$ cat src/design/crlf_pkg.sv
package crlf_pkg;

  // Register indexes of the configuration port.
  localparam logic REG_POLICY = 1'b0;
  localparam logic REG_WAYS   = 1'b1;

  // Replacement policy codes.
  localparam logic POLICY_FIFO = 1'b0;
  localparam logic POLICY_LRU  = 1'b1;

  // Reset values of the configuration registers.
  localparam logic       POLICY_RESET = POLICY_LRU;
  localparam logic [3:0] WAYS_RESET   = 4'd8;

  // Per-cell control for one update of the age-order chain.
  typedef struct packed {
    logic shift; // take the neighbor's entry
    logic load;  // take the broadcast entry
  } cell_ctl_t;

endpackage

$ cat src/design/crlf_cell.sv
module crlf_cell #(
  parameter int SW = 3,
  parameter int BW = 16
) (
  input  logic                clk,
  input  crlf_pkg::cell_ctl_t ctl,
  input  logic [SW-1:0]       next_id,
  input  logic [BW-1:0]       next_block,
  input  logic [SW-1:0]       load_id,
  input  logic [BW-1:0]       load_block,
  input  logic [BW-1:0]       key,
  output logic [SW-1:0]       id,
  output logic [BW-1:0]       block,
  output logic                match
);
  import crlf_pkg::*;

  // One position of the age order: which slot sits here and the block it holds.
  always_ff @(posedge clk) begin
    priority if (ctl.load) begin
      id    <= load_id;
      block <= load_block;
    end else if (ctl.shift) begin
      id    <= next_id;
      block <= next_block;
    end
  end

  assign match = (block == key);

endmodule

$ cat src/design/cache_replacement_lru_fifo.sv
// Fully associative cache directory with FIFO or LRU replacement. Each input
// transaction carries one block reference; each produces exactly one result
// transaction with hit, the slot now holding the block, whether a resident
// block was evicted (and which), and the saturating hit total after this
// reference. The age order lives in a row of cells, oldest at cell 0; every
// cell compares its block with the reference at once, and an update moves the
// chosen entry to the newest end while the cells behind it each take their
// neighbor's entry. A reference is first captured in IDLE; LOOKUP then does
// the compare across the cells and the chain update, which writes the output
// register. The next reference is accepted as soon as that update is done,
// even while the previous result is still waiting to be taken; a result that
// is stalled holds the lookup of the following reference until it leaves.
// Configuration (policy at address 0, ways_in_use at 4) is written over the
// APB-style port by the user only while idle; the block does not enforce it.
// A ways_in_use of 0 acts as 1, above WAYS as WAYS; lowering it frees no slot.
module cache_replacement_lru_fifo #(
  parameter int WAYS       = 8,
  parameter int BLOCK_BITS = 16
) (
  input  logic        clk,
  input  logic        rst,
  // Configuration port.
  input  logic        psel,
  input  logic        penable,
  input  logic        pwrite,
  input  logic [2:0]  paddr,
  input  logic [31:0] pwdata,
  output logic [31:0] prdata,
  output logic        pready,
  // Reference channel.
  input  logic        in_valid,
  output logic        in_stall,
  input  logic [15:0] block_address,
  // Result channel.
  output logic        out_valid,
  input  logic        out_stall,
  output logic        hit,
  output logic [2:0]  slot,
  output logic        evicted,
  output logic [15:0] evicted_block,
  output logic [15:0] hit_total
);
  import crlf_pkg::*;

  // Slot id and age position width; the stored block uses only the bits that
  // both the port and BLOCK_BITS keep.
  localparam int SW = (WAYS > 1) ? $clog2(WAYS) : 1;
  localparam int BW = (BLOCK_BITS < 16) ? BLOCK_BITS : 16;
  localparam int FW = $clog2(WAYS + 1);
  localparam int CW = (FW > 4) ? FW : 4;
  localparam logic [CW-1:0] WAYS_C = CW'(WAYS);

  typedef enum logic {
    IDLE,
    LOOKUP
  } state_t;

  state_t      state;
  logic        policy;
  logic [3:0]  ways_in_use;
  logic [FW-1:0] fill_count;
  logic [15:0] hit_counter;
  logic [BW-1:0] key;

  // Configuration registers. pready is always high, so the access phase
  // completes the write.
  logic cfg_write;
  assign cfg_write = psel && penable && pwrite;
  assign pready    = 1'b1;

  always_ff @(posedge clk) begin
    if (rst) begin
      policy      <= POLICY_RESET;
      ways_in_use <= WAYS_RESET;
    end else if (cfg_write) begin
      unique case (paddr[2])
        REG_POLICY: policy      <= pwdata[0];
        REG_WAYS:   ways_in_use <= pwdata[3:0];
        default:    ;
      endcase
    end
  end

  always_comb begin
    unique case (paddr[2])
      REG_POLICY: prdata = {31'd0, policy};
      REG_WAYS:   prdata = {28'd0, ways_in_use};
      default:    prdata = '0;
    endcase
  end

  // Cell row.
  cell_ctl_t     ctl     [WAYS];
  logic [SW-1:0] cell_id [WAYS];
  logic [BW-1:0] cell_blk[WAYS];
  logic [SW-1:0] nb_id   [WAYS];
  logic [BW-1:0] nb_blk  [WAYS];
  logic [WAYS-1:0] match;
  logic [SW-1:0] load_id;
  logic [BW-1:0] load_blk;

  for (genvar i = 0; i < WAYS; i++) begin : g_cell
    if (i < WAYS - 1) begin : g_mid
      assign nb_id[i]  = cell_id[i+1];
      assign nb_blk[i] = cell_blk[i+1];
    end else begin : g_last
      assign nb_id[i]  = cell_id[i];
      assign nb_blk[i] = cell_blk[i];
    end

    crlf_cell #(
      .SW(SW),
      .BW(BW)
    ) u_cell (
      .clk       (clk),
      .ctl       (ctl[i]),
      .next_id   (nb_id[i]),
      .next_block(nb_blk[i]),
      .load_id   (load_id),
      .load_block(load_blk),
      .key       (key),
      .id        (cell_id[i]),
      .block     (cell_blk[i]),
      .match     (match[i])
    );
  end

  // Lookup: only filled cells take part. Blocks in the filled cells are
  // distinct, so at most one cell matches.
  logic [WAYS-1:0] hit_vec;
  logic [SW-1:0]   hit_pos;
  logic [SW-1:0]   hit_id;
  logic            found;
  logic [CW-1:0]   fill_ext;
  logic [CW-1:0]   eff_ways;
  logic            has_room;
  logic            do_move;
  logic            do_append;
  logic [SW-1:0]   move_pos;
  logic [FW-1:0]   last_pos;
  logic            advance;

  assign fill_ext = CW'(fill_count);

  always_comb begin
    priority if (ways_in_use == 4'd0) begin
      eff_ways = CW'(1);
    end else if (CW'(ways_in_use) > WAYS_C) begin
      eff_ways = WAYS_C;
    end else begin
      eff_ways = CW'(ways_in_use);
    end
  end

  assign has_room = (fill_ext < eff_ways);
  assign last_pos = fill_count - FW'(1);

  always_comb begin
    hit_pos = '0;
    hit_id  = '0;
    for (int i = 0; i < WAYS; i++) begin
      hit_vec[i] = match[i] && (FW'(i) < fill_count);
      if (hit_vec[i]) begin
        hit_pos = hit_pos | SW'(i);
        hit_id  = hit_id | cell_id[i];
      end
    end
  end

  assign found   = |hit_vec;
  assign advance = (state == LOOKUP) && (!out_valid || !out_stall);

  // A hit under LRU moves the matching entry to the newest end; a miss with
  // the directory full evicts the oldest entry and moves it the same way
  // carrying the new block; a miss with room appends a fresh slot.
  assign do_move   = advance && ((found && policy == POLICY_LRU) || (!found && !has_room));
  assign do_append = advance && !found && has_room;
  assign move_pos  = found ? hit_pos : '0;

  always_comb begin
    if (do_append) begin
      load_id  = SW'(fill_count);
      load_blk = key;
    end else if (found) begin
      load_id  = hit_id;
      load_blk = key;
    end else begin
      load_id  = cell_id[0];
      load_blk = key;
    end
  end

  always_comb begin
    for (int i = 0; i < WAYS; i++) begin
      ctl[i].shift = do_move && (FW'(i) >= FW'(move_pos)) && (FW'(i) < last_pos);
      ctl[i].load  = (do_move && (FW'(i) == last_pos))
                  || (do_append && (FW'(i) == fill_count));
    end
  end

  // Control, counters and the output register.
  logic [15:0] hit_counter_next;
  assign hit_counter_next = (found && hit_counter != 16'hFFFF) ? hit_counter + 16'd1
                                                               : hit_counter;

  always_ff @(posedge clk) begin
    if (rst) begin
      state       <= IDLE;
      out_valid   <= 1'b0;
      fill_count  <= '0;
      hit_counter <= '0;
    end else begin
      // A new result takes the output register; otherwise a taken result
      // leaves it empty.
      if (advance) begin
        out_valid <= 1'b1;
      end else if (out_valid && !out_stall) begin
        out_valid <= 1'b0;
      end
      unique case (state)
        IDLE: begin
          if (in_valid) begin
            key   <= block_address[BW-1:0];
            state <= LOOKUP;
          end
        end
        LOOKUP: begin
          if (advance) begin
            hit           <= found;
            hit_total     <= hit_counter_next;
            hit_counter   <= hit_counter_next;
            evicted       <= !found && !has_room;
            evicted_block <= (!found && !has_room) ? 16'(cell_blk[0]) : 16'd0;
            if (found) begin
              slot <= 3'(hit_id);
            end else if (has_room) begin
              slot       <= 3'(fill_count);
              fill_count <= fill_count + FW'(1);
            end else begin
              slot <= 3'(cell_id[0]);
            end
            state <= IDLE;
          end
        end
        default: state <= IDLE;
      endcase
    end
  end

  assign in_stall = (state != IDLE);

endmodule
$ cat config.mk
export PLATFORM = sky130hd
export DESIGN_NAME = cache_replacement_lru_fifo
export DESIGN_NICKNAME = d
export VERILOG_FILES = /design/src/design/crlf_pkg.sv /design/src/design/crlf_cell.sv /design/src/design/cache_replacement_lru_fifo.sv
export SDC_FILE = /design/constraint.sdc
export NUM_CORES = 1
export LEC_CHECK = 0
export BUFFER_PORTS_ARGS = -buffer_cell sky130_fd_sc_hd__buf_4
export CAP_MARGIN = 30
export CORE_MARGIN = 2
export CORE_UTILIZATION = 60
export CTS_CLUSTER_SIZE = 16
export DETAILED_ROUTE_END_ITERATION = 8
export GPL_TIMING_DRIVEN = 0
export HOLD_SLACK_MARGIN = 0.02
export MAX_ROUTING_LAYER = met4
export PLACE_DENSITY = 0.85
export REMOVE_ABC_BUFFERS = 1
export SLEW_MARGIN = 5
export SYNTH_ARGS = -nofsm -noshare
export SYNTH_HDL_FRONTEND = slang
export SYNTH_SLANG_ARGS = --single-unit
$ cat constraint.sdc
create_clock -name clk -period 12.4 [get_ports clk]
set_input_delay 1.24 -clock clk [delete_from_list [all_inputs] [get_ports clk]]
set_output_delay 1.24 -clock clk [all_outputs]
set_load 0.1 [all_outputs]
==> metrics, run 1 <==
Hold Vio Cnt, Final=0; Worst IR Drop VDD=130 uV; WP data required=12.54 ns; fraction of layout cells with a size suffix above 1=0.187; HP Class=reg2reg; via density per instance=5.85; CP Data Arrival Time=5.02 ns; #FFs+latches synth=232; Main synth FF type=edfxtp_1; count of input and output buffers=70; Hold EP=ways_in_use[3]; antenna viol nets, final=0; design area=13600 sq um; IO Count=130; Site Rows=52; FF-to-FF End=g_cell[4].u_cell.block[4]; Starting Density=0.606; Slew headroom=0.290; Resized Gates After CTS=0; vias in the first global route=7317; Starting DRT DRC Count=485; register area share after synthesis=0.551; DRT Pass-1 Iters=5; die height=146 um; DR WL/cell=18.3 um; hold_buf cts=0; Fin Setup TNS=0 ns; overall power=1810 uW; Final Cycle Share=0.394; worst r2r path cells=10; Skew-Pair Late Insertion Delay=0.53 ns; first-pass GRT wire length=37.8 mm; Non-Filler Instances=1279; Worst Hold Launch=ways_in_use[3]; nets=1058; max incr delay on CP=0.82 ns; Setup Buffers After CTS=0; reg2reg start=key[13]; WL met2=11.3 mm; CTS Buffer Depth=3; gpl congestion=0.920; All-Layer GR Usage=0.226; Max-cap violations=0; # clock sinks=232; fmax=0.205 GHz; Power Density=133 nW/um^2; DRC=0; initial antenna violation count=0; unrepaired setup endpoints after global routing=no; Clock transition at path regs=0.06 ns; Yosys warnings=0; fin crit period=4.88 ns; top routing layer used=met4; Final Skew=0.0183 ns; largest net degree at the start of global routing=37; Die ar.=21400 sq um; routed length on met1=9.66 mm; crit-path cells=xor2_1, nor4_1, nand3_1, nor4_2, or4_4, nor2_2, inv_2, o21ai_1, nand2_1, o31ai_4; Placed Instance Area=12800 sq um; Crit Path Class=reg2reg; mean area per synthesized cell=12.8 sq um; count of flip-flops with a built-in enable after synthesis=205; critical path capture point type=flip-flop; Leak=0.00480 uW; Syn-to-layout area delta=12.3%; ant diodes=0; Min-Delay Path Depth=1; CTS Root Cell=clkbuf_16; final wirelength=23.3 mm; Worst Tran Pin Value=1.06 ns; Synth Instances=951; DIE WIDTH=146 um; Placed Cells incl. Taps=1233; vias=7482; Post-Syn Area=12100 sq um; ys async rst share=0; fin. max-slew vios=0; CP startpoint kind=flip-flop; Final setup viols=0; WL met3=1.69 mm; Inserted Clock Buffers=25; post-detail-place hpwl=17.0 mm; fill count=1403; synth unique cells=57; CP max FO=23; Core ar.=20000 sq um; total grt overflow=0; FF-to-FF setup slack=7.52 ns; CP max-delay cell=edfxtp_1; status=completed; number of H-tree levels=1; CTS tree=done
## worst max-delay path: cells and delay by family, from the launching register on
kind | cells | cell delay [ns]
AO/OA/AOI/OAI | 2 | 1.26
flip-flops | 1 | 0.82
buffers and inverters | 1 | 0.30
AND/OR/NAND/NOR | 6 | 1.81
XOR/XNOR | 1 | 0.30
## per-layer routing
metal,vias to the layer above,track usage
met4,0,0.0675
met2,290,0.374
met5,-,-
li1,3514,-
met1,3629,0.290
met3,49,0.0384
## report_power, final
group	total [uW]	internal [uW]	switching, uW
Clock	738	440	298
Combinational	184	46.6	137
Sequential	891	868	23.1
## synthesized netlist by cell type, types with 6 or more instances
cell / count / area [sq um]
edfxtp_1: 205 / 6160
xor2_1: 108 / 946
mux2_1: 95 / 1070
xnor2_1: 54 / 473
nor2_1: 48 / 180
buf_2: 46 / 230
mux2_2: 40 / 450
nor4_1: 34 / 213
buf_4: 32 / 240
nand2_1: 29 / 109
dfxtp_1: 27 / 541
nor3_1: 26 / 130
and3_1: 25 / 156
nand3_1: 22 / 110
nand4_1: 20 / 125
clkbuf_1: 17 / 63.8
a22oi_1: 11 / 82.6
ha_1: 10 / 125
inv_1: 10 / 37.5
o21ai_0: 10 / 50.1
a21oi_1: 8 / 40.0
o22ai_1: 7 / 43.8
and2_1: 6 / 37.5
## flip-flops by register name, summed over array words and instances, names as in the netlist, 4 cells and up
name,count
g_cell.u_cell.id,24
evicted_block,16
hit_total,16
g_cell.u_cell.block,128
key,16
fill_count,4
hit_counter,16
ways_in_use,4
## final cells by class
cell class | count | area [sq um] | area share
repair buffers | 81 | 673 | 0.0493
well taps | 270 | 338 | 0.0248
multi-input cells | 639 | 5060 | 0.371
clock inverters | 12 | 90.1 | 0.00660
flip-flops and latches | 232 | 6700 | 0.491
clock buffers | 34 | 742 | 0.0544
inverters | 11 | 41.3 | 0.00303
## worst max path at each step
stage | startpoint | to | slack, ns
after detailed placement | key[13] | g_cell[4].u_cell.block[3] | 7.60
final | key[13] | g_cell[4].u_cell.block[4] | 7.52
after global placement | key[14] | g_cell[6].u_cell.block[3] | 5.39
after floorplan | key[4] | g_cell[6].u_cell.block[0] | 7.32
after CTS | key[13] | g_cell[4].u_cell.id[0] | 7.56
after global routing | fill_count[2] | g_cell[4].u_cell.block[14] | 7.27
## per-stage QoR
| step | worst slack [ns] | utilization | hold slack [ns] |
|---|---|---|---|
| 2_1_floorplan | 7.32 | - | 0.450 |
| 3_3_place_gp | 5.39 | 0.627 | 0.467 |
| 3_5_place_dp | 7.60 | 0.639 | 0.484 |
| 4_1_cts | 7.56 | 0.681 | 0.502 |
| 5_1_grt | 7.27 | 0.681 | 0.531 |
| 6_report | 7.52 | 0.681 | 0.498 |
## cells in the final DEF, fill, tap and decap left out, types with 3 or more instances in the layout
master     count
buf_4         72
nand4_1       20
a21oi_1        7
xor2_1       108
nand4b_1       3
dfxtp_1       27
xnor2_1       54
nor2b_1        4
and2_1         6
mux2_1        95
nor4_1        34
clkbuf_16     27
nand2_1       29
a31oi_1        3
clkbuf_1       3
nor2_1        47
mux2i_1        4
buf_8          6
o21ai_1        4
o22ai_2        5
nor4_2         4
a22oi_1       11
ha_1          10
mux2_2        40
and3_1        25
o21ai_0        9
nor4bb_1       4
and4_1         4
nor3_1        26
conb_1        29
nand3_1       22
edfxtp_1     205
a31o_2         3
clkbuf_8       4
clkinv_2       7
inv_1         10
## kinds of logic after synthesis
group | after synthesis | synth area share
simple gates | 240 | 0.111
flops | 232 | 0.551
xor+xnor | 162 | 0.117
mux | 139 | 0.128
buf+inv | 107 | 0.0477
compound gates | 59 | 0.0331
fa+ha+maj | 10 | 0.0103
other cells | 2 | 0.000618
Power figures use the tool's default switching activity.
==> inputs of run 2 (changes only) <==
Settings changed: ABC_AREA set to 1, CORE_UTILIZATION 60 to 55, PLACE_DENSITY 0.85 to 0.82.
Clock period 12.4 ns to 4.3 ns, I/O delays scaled along.
==> run 2 against run 1 <==
Effect of this change:
- synthesized area increased by 18%
- highest routed layer unchanged
- global-route usage up 9.6 points
- flip-flop and latch count stayed put
- total power grew to 3.0 times the previous value
- critical path type unchanged
==> metrics, run 2 <==
status=completed; largest area contributor in the netlist=edfxtp_1; fraction of layout cells with a size suffix above 1=0.108; Post-Syn Area=14400 sq um; CP most frequent cell=nand2_1; total grt overflow=0; nets=2075; final wirelength=44.1 mm; DR WL/cell=18.7 um; DRT Pass-1 Iters=6; ant diodes=0; ys async rst share=0; worst r2r path cells=12; fin util=0.620; main area contributors after synthesis=edfxtp_1 43%, nand2_1 21%, nand3_1 7.0%, nor2_1 5.1%, inv_1 4.7%; CTS Buffer Depth=3; Synth Area in Adders=0.00870; Leak=0.00773 uW; post-detail-place hpwl=30.2 mm; register area share after synthesis=0.465; largest net degree at the start of global routing=33; Worst Tran Pin Value=0.820 ns; CP startpoint kind=flip-flop; fin crit period=4.13 ns; Fin Setup TNS=0 ns; Worst IR Drop VDD=303 uV; via density per instance=5.56; Yosys warnings=0; WP data required=4.47 ns; Core ar.=25800 sq um; xor/xnor cell area share of the yosys netlist=0.0200; synth cell count leaders=792 x nand2_1, 205 x edfxtp_1, 201 x nand3_1, 197 x nor2_1, 180 x inv_1; Synth Area in Compound Gates=0.0252; most frequent cell after synthesis=nand2_1; Main synth FF type=edfxtp_1; critical path capture point type=flip-flop; number of H-tree levels=1; CTS Root Cell=clkbuf_16; crit-path cells=inv_2, nand2_1, nand2_1, nor2_1, nand2_1, nor2_1, nand3_1, nand2_2, nor2_8, nand3_4, nand4_2, nand3_2; die height=166 um; Site Rows=59; CTS tree=done; vias=13127; Final Skew=0.0149 ns; IO Count=130; DRC=0; most common cell after layout, fill and taps aside=nand2_1; mean area per synthesized cell=7.42 sq um; synth unique cells=41; register area=6700 sq um; CP Data Arrival Time=4.30 ns; main combinational cell family by area after synthesis=simple AND/OR/NAND/NOR gates; count of input and output buffers=70; Inserted Clock Buffers=26; #FFs+latches synth=232; mux contribution to synthesized area=0; Final setup viols=0; simple-gate share of the synthesized area=0.378; fin. max-slew vios=0; unrepaired setup endpoints after global routing=no; Synth Instances=1938; Largest regs=g_cell.u_cell.block (128), g_cell.u_cell.id (24); Crit Path Class=reg2reg; Final Cycle Share=0.960; Max-cap violations=0; Syn-to-layout area delta=11.4%; Reg with most FFs=g_cell.u_cell.block; # clock sinks=232; All-Layer GR Usage=0.323; DIE WIDTH=166 um; most frequent cells in the layout=788 x nand2_1, 205 x edfxtp_1, 196 x nor2_1; Hold Vio Cnt, Final=0; vias in the first global route=12299; Min-Delay Path Depth=1; fmax=0.242 GHz; Skew-Pair Late Insertion Delay=0.55 ns; count of flip-flops with a built-in enable after synthesis=205; max incr delay on CP=0.87 ns; CP max FO=21; Slew headroom=0.450; initial antenna violation count=0; CP max-delay cell=edfxtp_1; Starting Density=0.557; fill count=2223; share of the synthesized area in the top cell type=0.428; multi-input combinational cell area=6420 sq um; HP Class=in2reg; Die ar.=27500 sq um; first-pass GRT wire length=67.5 mm; Clock transition at path regs=0.06 ns; Starting DRT DRC Count=1364; gpl congestion=1.10; max FFs per register=128; antenna viol nets, final=0; worst hold slack=0.0615 ns; Power Density=335 nW/um^2
## run 2: cell count changes after synthesis, moves of 24 or more
cell,delta
nand3_1,+179
xor2_1,-86
mux2_1,-95
o21ai_0,+34
nand2_1,+763
nor2_1,+149
nor4_1,-32
mux2_2,-40
xnor2_1,-45
inv_1,+170
and3_1,-24
## run 2: layer usage
metal,global-route usage,share of wire,vias to the layer above
li1,-,-,6266
met1,0.409,0.39,5992
met2,0.491,0.44,706
met3,0.0729,0.11,163
met4,0.158,0.060,0
met5,-,0,-
## run 2: cells by family (layout without fill, tap and decap cells)
group | after synthesis | in the layout
xor+xnor | 32 | 32
buf+inv | 305 | 363
compound gates | 70 | 70
flops | 232 | 232
fa+ha+maj | 10 | 10
other cells | 2 | 29
simple gates | 1287 | 1289
## run 2: layout make-up
cell class | count | area share
timing repair buffer | 117 | 0.0596
tap | 335 | 0.0261
clock inverter | 13 | 0.00546
inverter | 200 | 0.0468
clock buffer | 33 | 0.0436
multi-input combinational | 1430 | 0.401
sequential | 232 | 0.418
## run 2: timing repair
item                                    4_1_cts  5_1_grt
hold buffers                                  0        0
pin swaps                                     2        2
endpoints found under the setup margin      185      216
hold endpoints to repair                      0        0
cloned                                        2        0
setup buffers                                17       26
gates resized for setup                      10        4
## run 2: metrics by stage
| step | instances | instance area (sq um) | setup WS, ns | power [uW] |
|---|---|---|---|---|
| 2_1_floorplan | 1860 | 13800 | 0.503 | 3060 |
| 3_3_place_gp | 2265 | 14700 | -1.30 | 3220 |
| 3_5_place_dp | 2269 | 14800 | -0.558 | 3240 |
| 4_1_cts | 2334 | 15800 | 0.000999 | 5340 |
| 5_1_grt | 2360 | 16000 | 0.0258 | 5510 |
| 6_report | 2360 | 16000 | 0.174 | 5370 |
## run 2: final timing paths
kind | startpoint | endpoint | slack [ns]
worst min-delay path | block_address[15] | key[15] | 0.06
worst min register to register | hit_counter[2] | hit_counter[2] | 0.47
worst max register to register | key[3] | g_cell[4].u_cell.block[5] | 0.17
worst max-delay path | key[3] | g_cell[4].u_cell.block[5] | 0.17
## run 2: power by group
group / internal (uW) / switching (uW) / total (uW)
combinational: 159 / 535 / 694
clock: 1200 / 928 / 2130
sequential: 2500 / 44.1 / 2550
## run 2: critical path, delay by kind of cell (launching register included)
| kind | cells | cell delay [ns] |
|---|---|---|
| DFF | 1 | 0.87 |
| and+or+nand+nor | 11 | 2.56 |
| buffers and inverters | 1 | 0.31 |
==> inputs of run 3 (changes only) <==
Settings changed: CORE_UTILIZATION 55 to 34, PLACE_DENSITY 0.82 to 0.56.
==> run 3 against run 2 <==
Effect of this change:
- sequential share of layout area decreased by 1.4 points
- clock skew fell by 0.0033 ns
- total power is 8.5% higher
- final cell count increased by 8.7%
- final area grew 3.4%
- flip-flop and latch count unchanged
- setup slack better by 0.031 ns
- first-iteration DRC count is 18% lower
- combinational power grew 1%
- highest routed layer unchanged
==> metrics, run 3 (same netlist as run 2, synthesis figures left out) <==
Worst Tran Pin Value=0.842 ns; post-detail-place hpwl=34.9 mm; Slew headroom=0.438; critical path capture point type=flip-flop; fin. max-slew vios=0; number of H-tree levels=1; Crit Path Class=reg2reg; max incr delay on CP=0.79 ns; IO Count=130; delay-heaviest family, CP=simple AND/OR/NAND/NOR gates; All-Layer GR Usage=0.224; reg2reg start=key[13]; DRC=0; CTS Root Cell=clkbuf_16; worst hold slack=0.0447 ns; Skew-Pair Late Insertion Delay=0.56 ns; Syn-to-layout area delta=15.2%; Reg with most FFs=g_cell.u_cell.block; CP startpoint=key[13]; fin crit period=4.10 ns; CTS Buffer Depth=3; WL met2=22.3 mm; Inserted Clock Buffers=27; CP max FO=21; CP most frequent cell=nand2_1; WP data required=4.52 ns; Clock transition at path regs=0.06 ns; vias in the first global route=12034; worst r2r path cells=12; count of input and output buffers=70; crit-path cells=inv_2, nand2_1, nand2_1, nor2_1, nand2_1, nor2_1, nand3_1, nand2_2, nor2_8, nand3_4, nand4_2, nand3_4; DR WL/cell=18.6 um; DRT Pass-1 Iters=5; FF-to-FF End=g_cell[6].u_cell.block[14]; fraction of layout cells with a size suffix above 1=0.111; top routing layer used=met4; initial antenna violation count=0; final wirelength=47.8 mm; most frequent cells in the layout=788 x nand2_1, 205 x edfxtp_1, 196 x nor2_1, 196 x nand3_1, 180 x inv_1; CP bufs+invs=1; Die ar.=44000 sq um; overall power=5820 uW; # clock sinks=232; first-pass GRT wire length=72.5 mm; routed length on met1=21.1 mm; via density per instance=4.94; Hold Vio Cnt, Final=0; WL met3=3.18 mm; HP Class=in2reg; Crit path depth=12; ant diodes=0; fmax=0.244 GHz; Leak=0.00785 uW; DIE WIDTH=210 um; CTS tree=done; Starting Density=0.344; crit path to=g_cell[6].u_cell.block[14]; unrepaired setup endpoints after global routing=no; FF-to-FF setup slack=0.20 ns; antenna viol nets, final=0; worst setup margin=0.205 ns; max FFs per register=128; die height=210 um; status=completed; Largest regs=g_cell.u_cell.block (128), g_cell.u_cell.id (24); gpl congestion=0.939; Max-cap violations=0; CP startpoint kind=flip-flop; Final setup viols=0; Core ar.=41900 sq um; CP Data Arrival Time=4.31 ns; total grt overflow=0; vias=12666; Final Cycle Share=0.952; design area=16600 sq um; Power Density=351 nW/um^2; setup slack at placement=-0.690 ns; nets=2075; largest net degree at the start of global routing=33; most common cell after layout, fill and taps aside=nand2_1; Site Rows=75; Starting DRT DRC Count=1112; CP max-delay cell=edfxtp_1; Final Skew=0.0115 ns; Worst IR Drop VDD=277 uV; Placed Instance Area=15200 sq um
[run 3: how the worst min path moves through the flow]
stage | start | to | depth (start not counted)
2_1_floorplan | hit_counter[2] | hit_counter[2] | 2
3_3_place_gp | out_valid | out_valid | 2
3_5_place_dp | hit_counter[2] | hit_counter[2] | 2
4_1_cts | block_address[15] | key[15] | 1
5_1_grt | block_address[15] | key[15] | 1
6_report | block_address[15] | key[15] | 1
[run 3: per-stage QoR]
stage	instances	TNS (ns)	utilization
floorplan	1860	0	-
global placement	2469	-137.24	0.358
detailed placement	2481	-64.53	0.362
CTS	2553	0	0.392
global route	2566	0	0.396
finish	2566	0	0.396
[run 3: layout make-up]
cell class / instances / area [sq um]
Timing Repair Buffer: 117 / 1060
Clock buffer: 27 / 676
Inverter: 200 / 751
Tap cell: 539 / 674
Fill cell: 4333 / 25300
Multi-Input combinational cell: 1429 / 6420
Sequential cell: 232 / 6700
Clock inverter: 22 / 293
[run 3: routing by layer]
metal / vias up / GRT usage
li1: 6268 / -
met1: 5931 / 0.291
met2: 386 / 0.365
met3: 81 / 0.0371
met4: 0 / 0.0543
met5: - / -
[run 3: timing repair]
action	4_1_cts	5_1_grt
resized for setup	10	4
endpoints found under the setup margin	190	240
hold buffers	1	0
hold endpoints to repair	1	0
cloned	1	0
setup buffers	21	13
pin swaps	1	1
[run 3: where the power goes]
group          switching (uW)  internal [uW]
combinational             534            167
sequential               49.6           2500
clock                    1010           1560
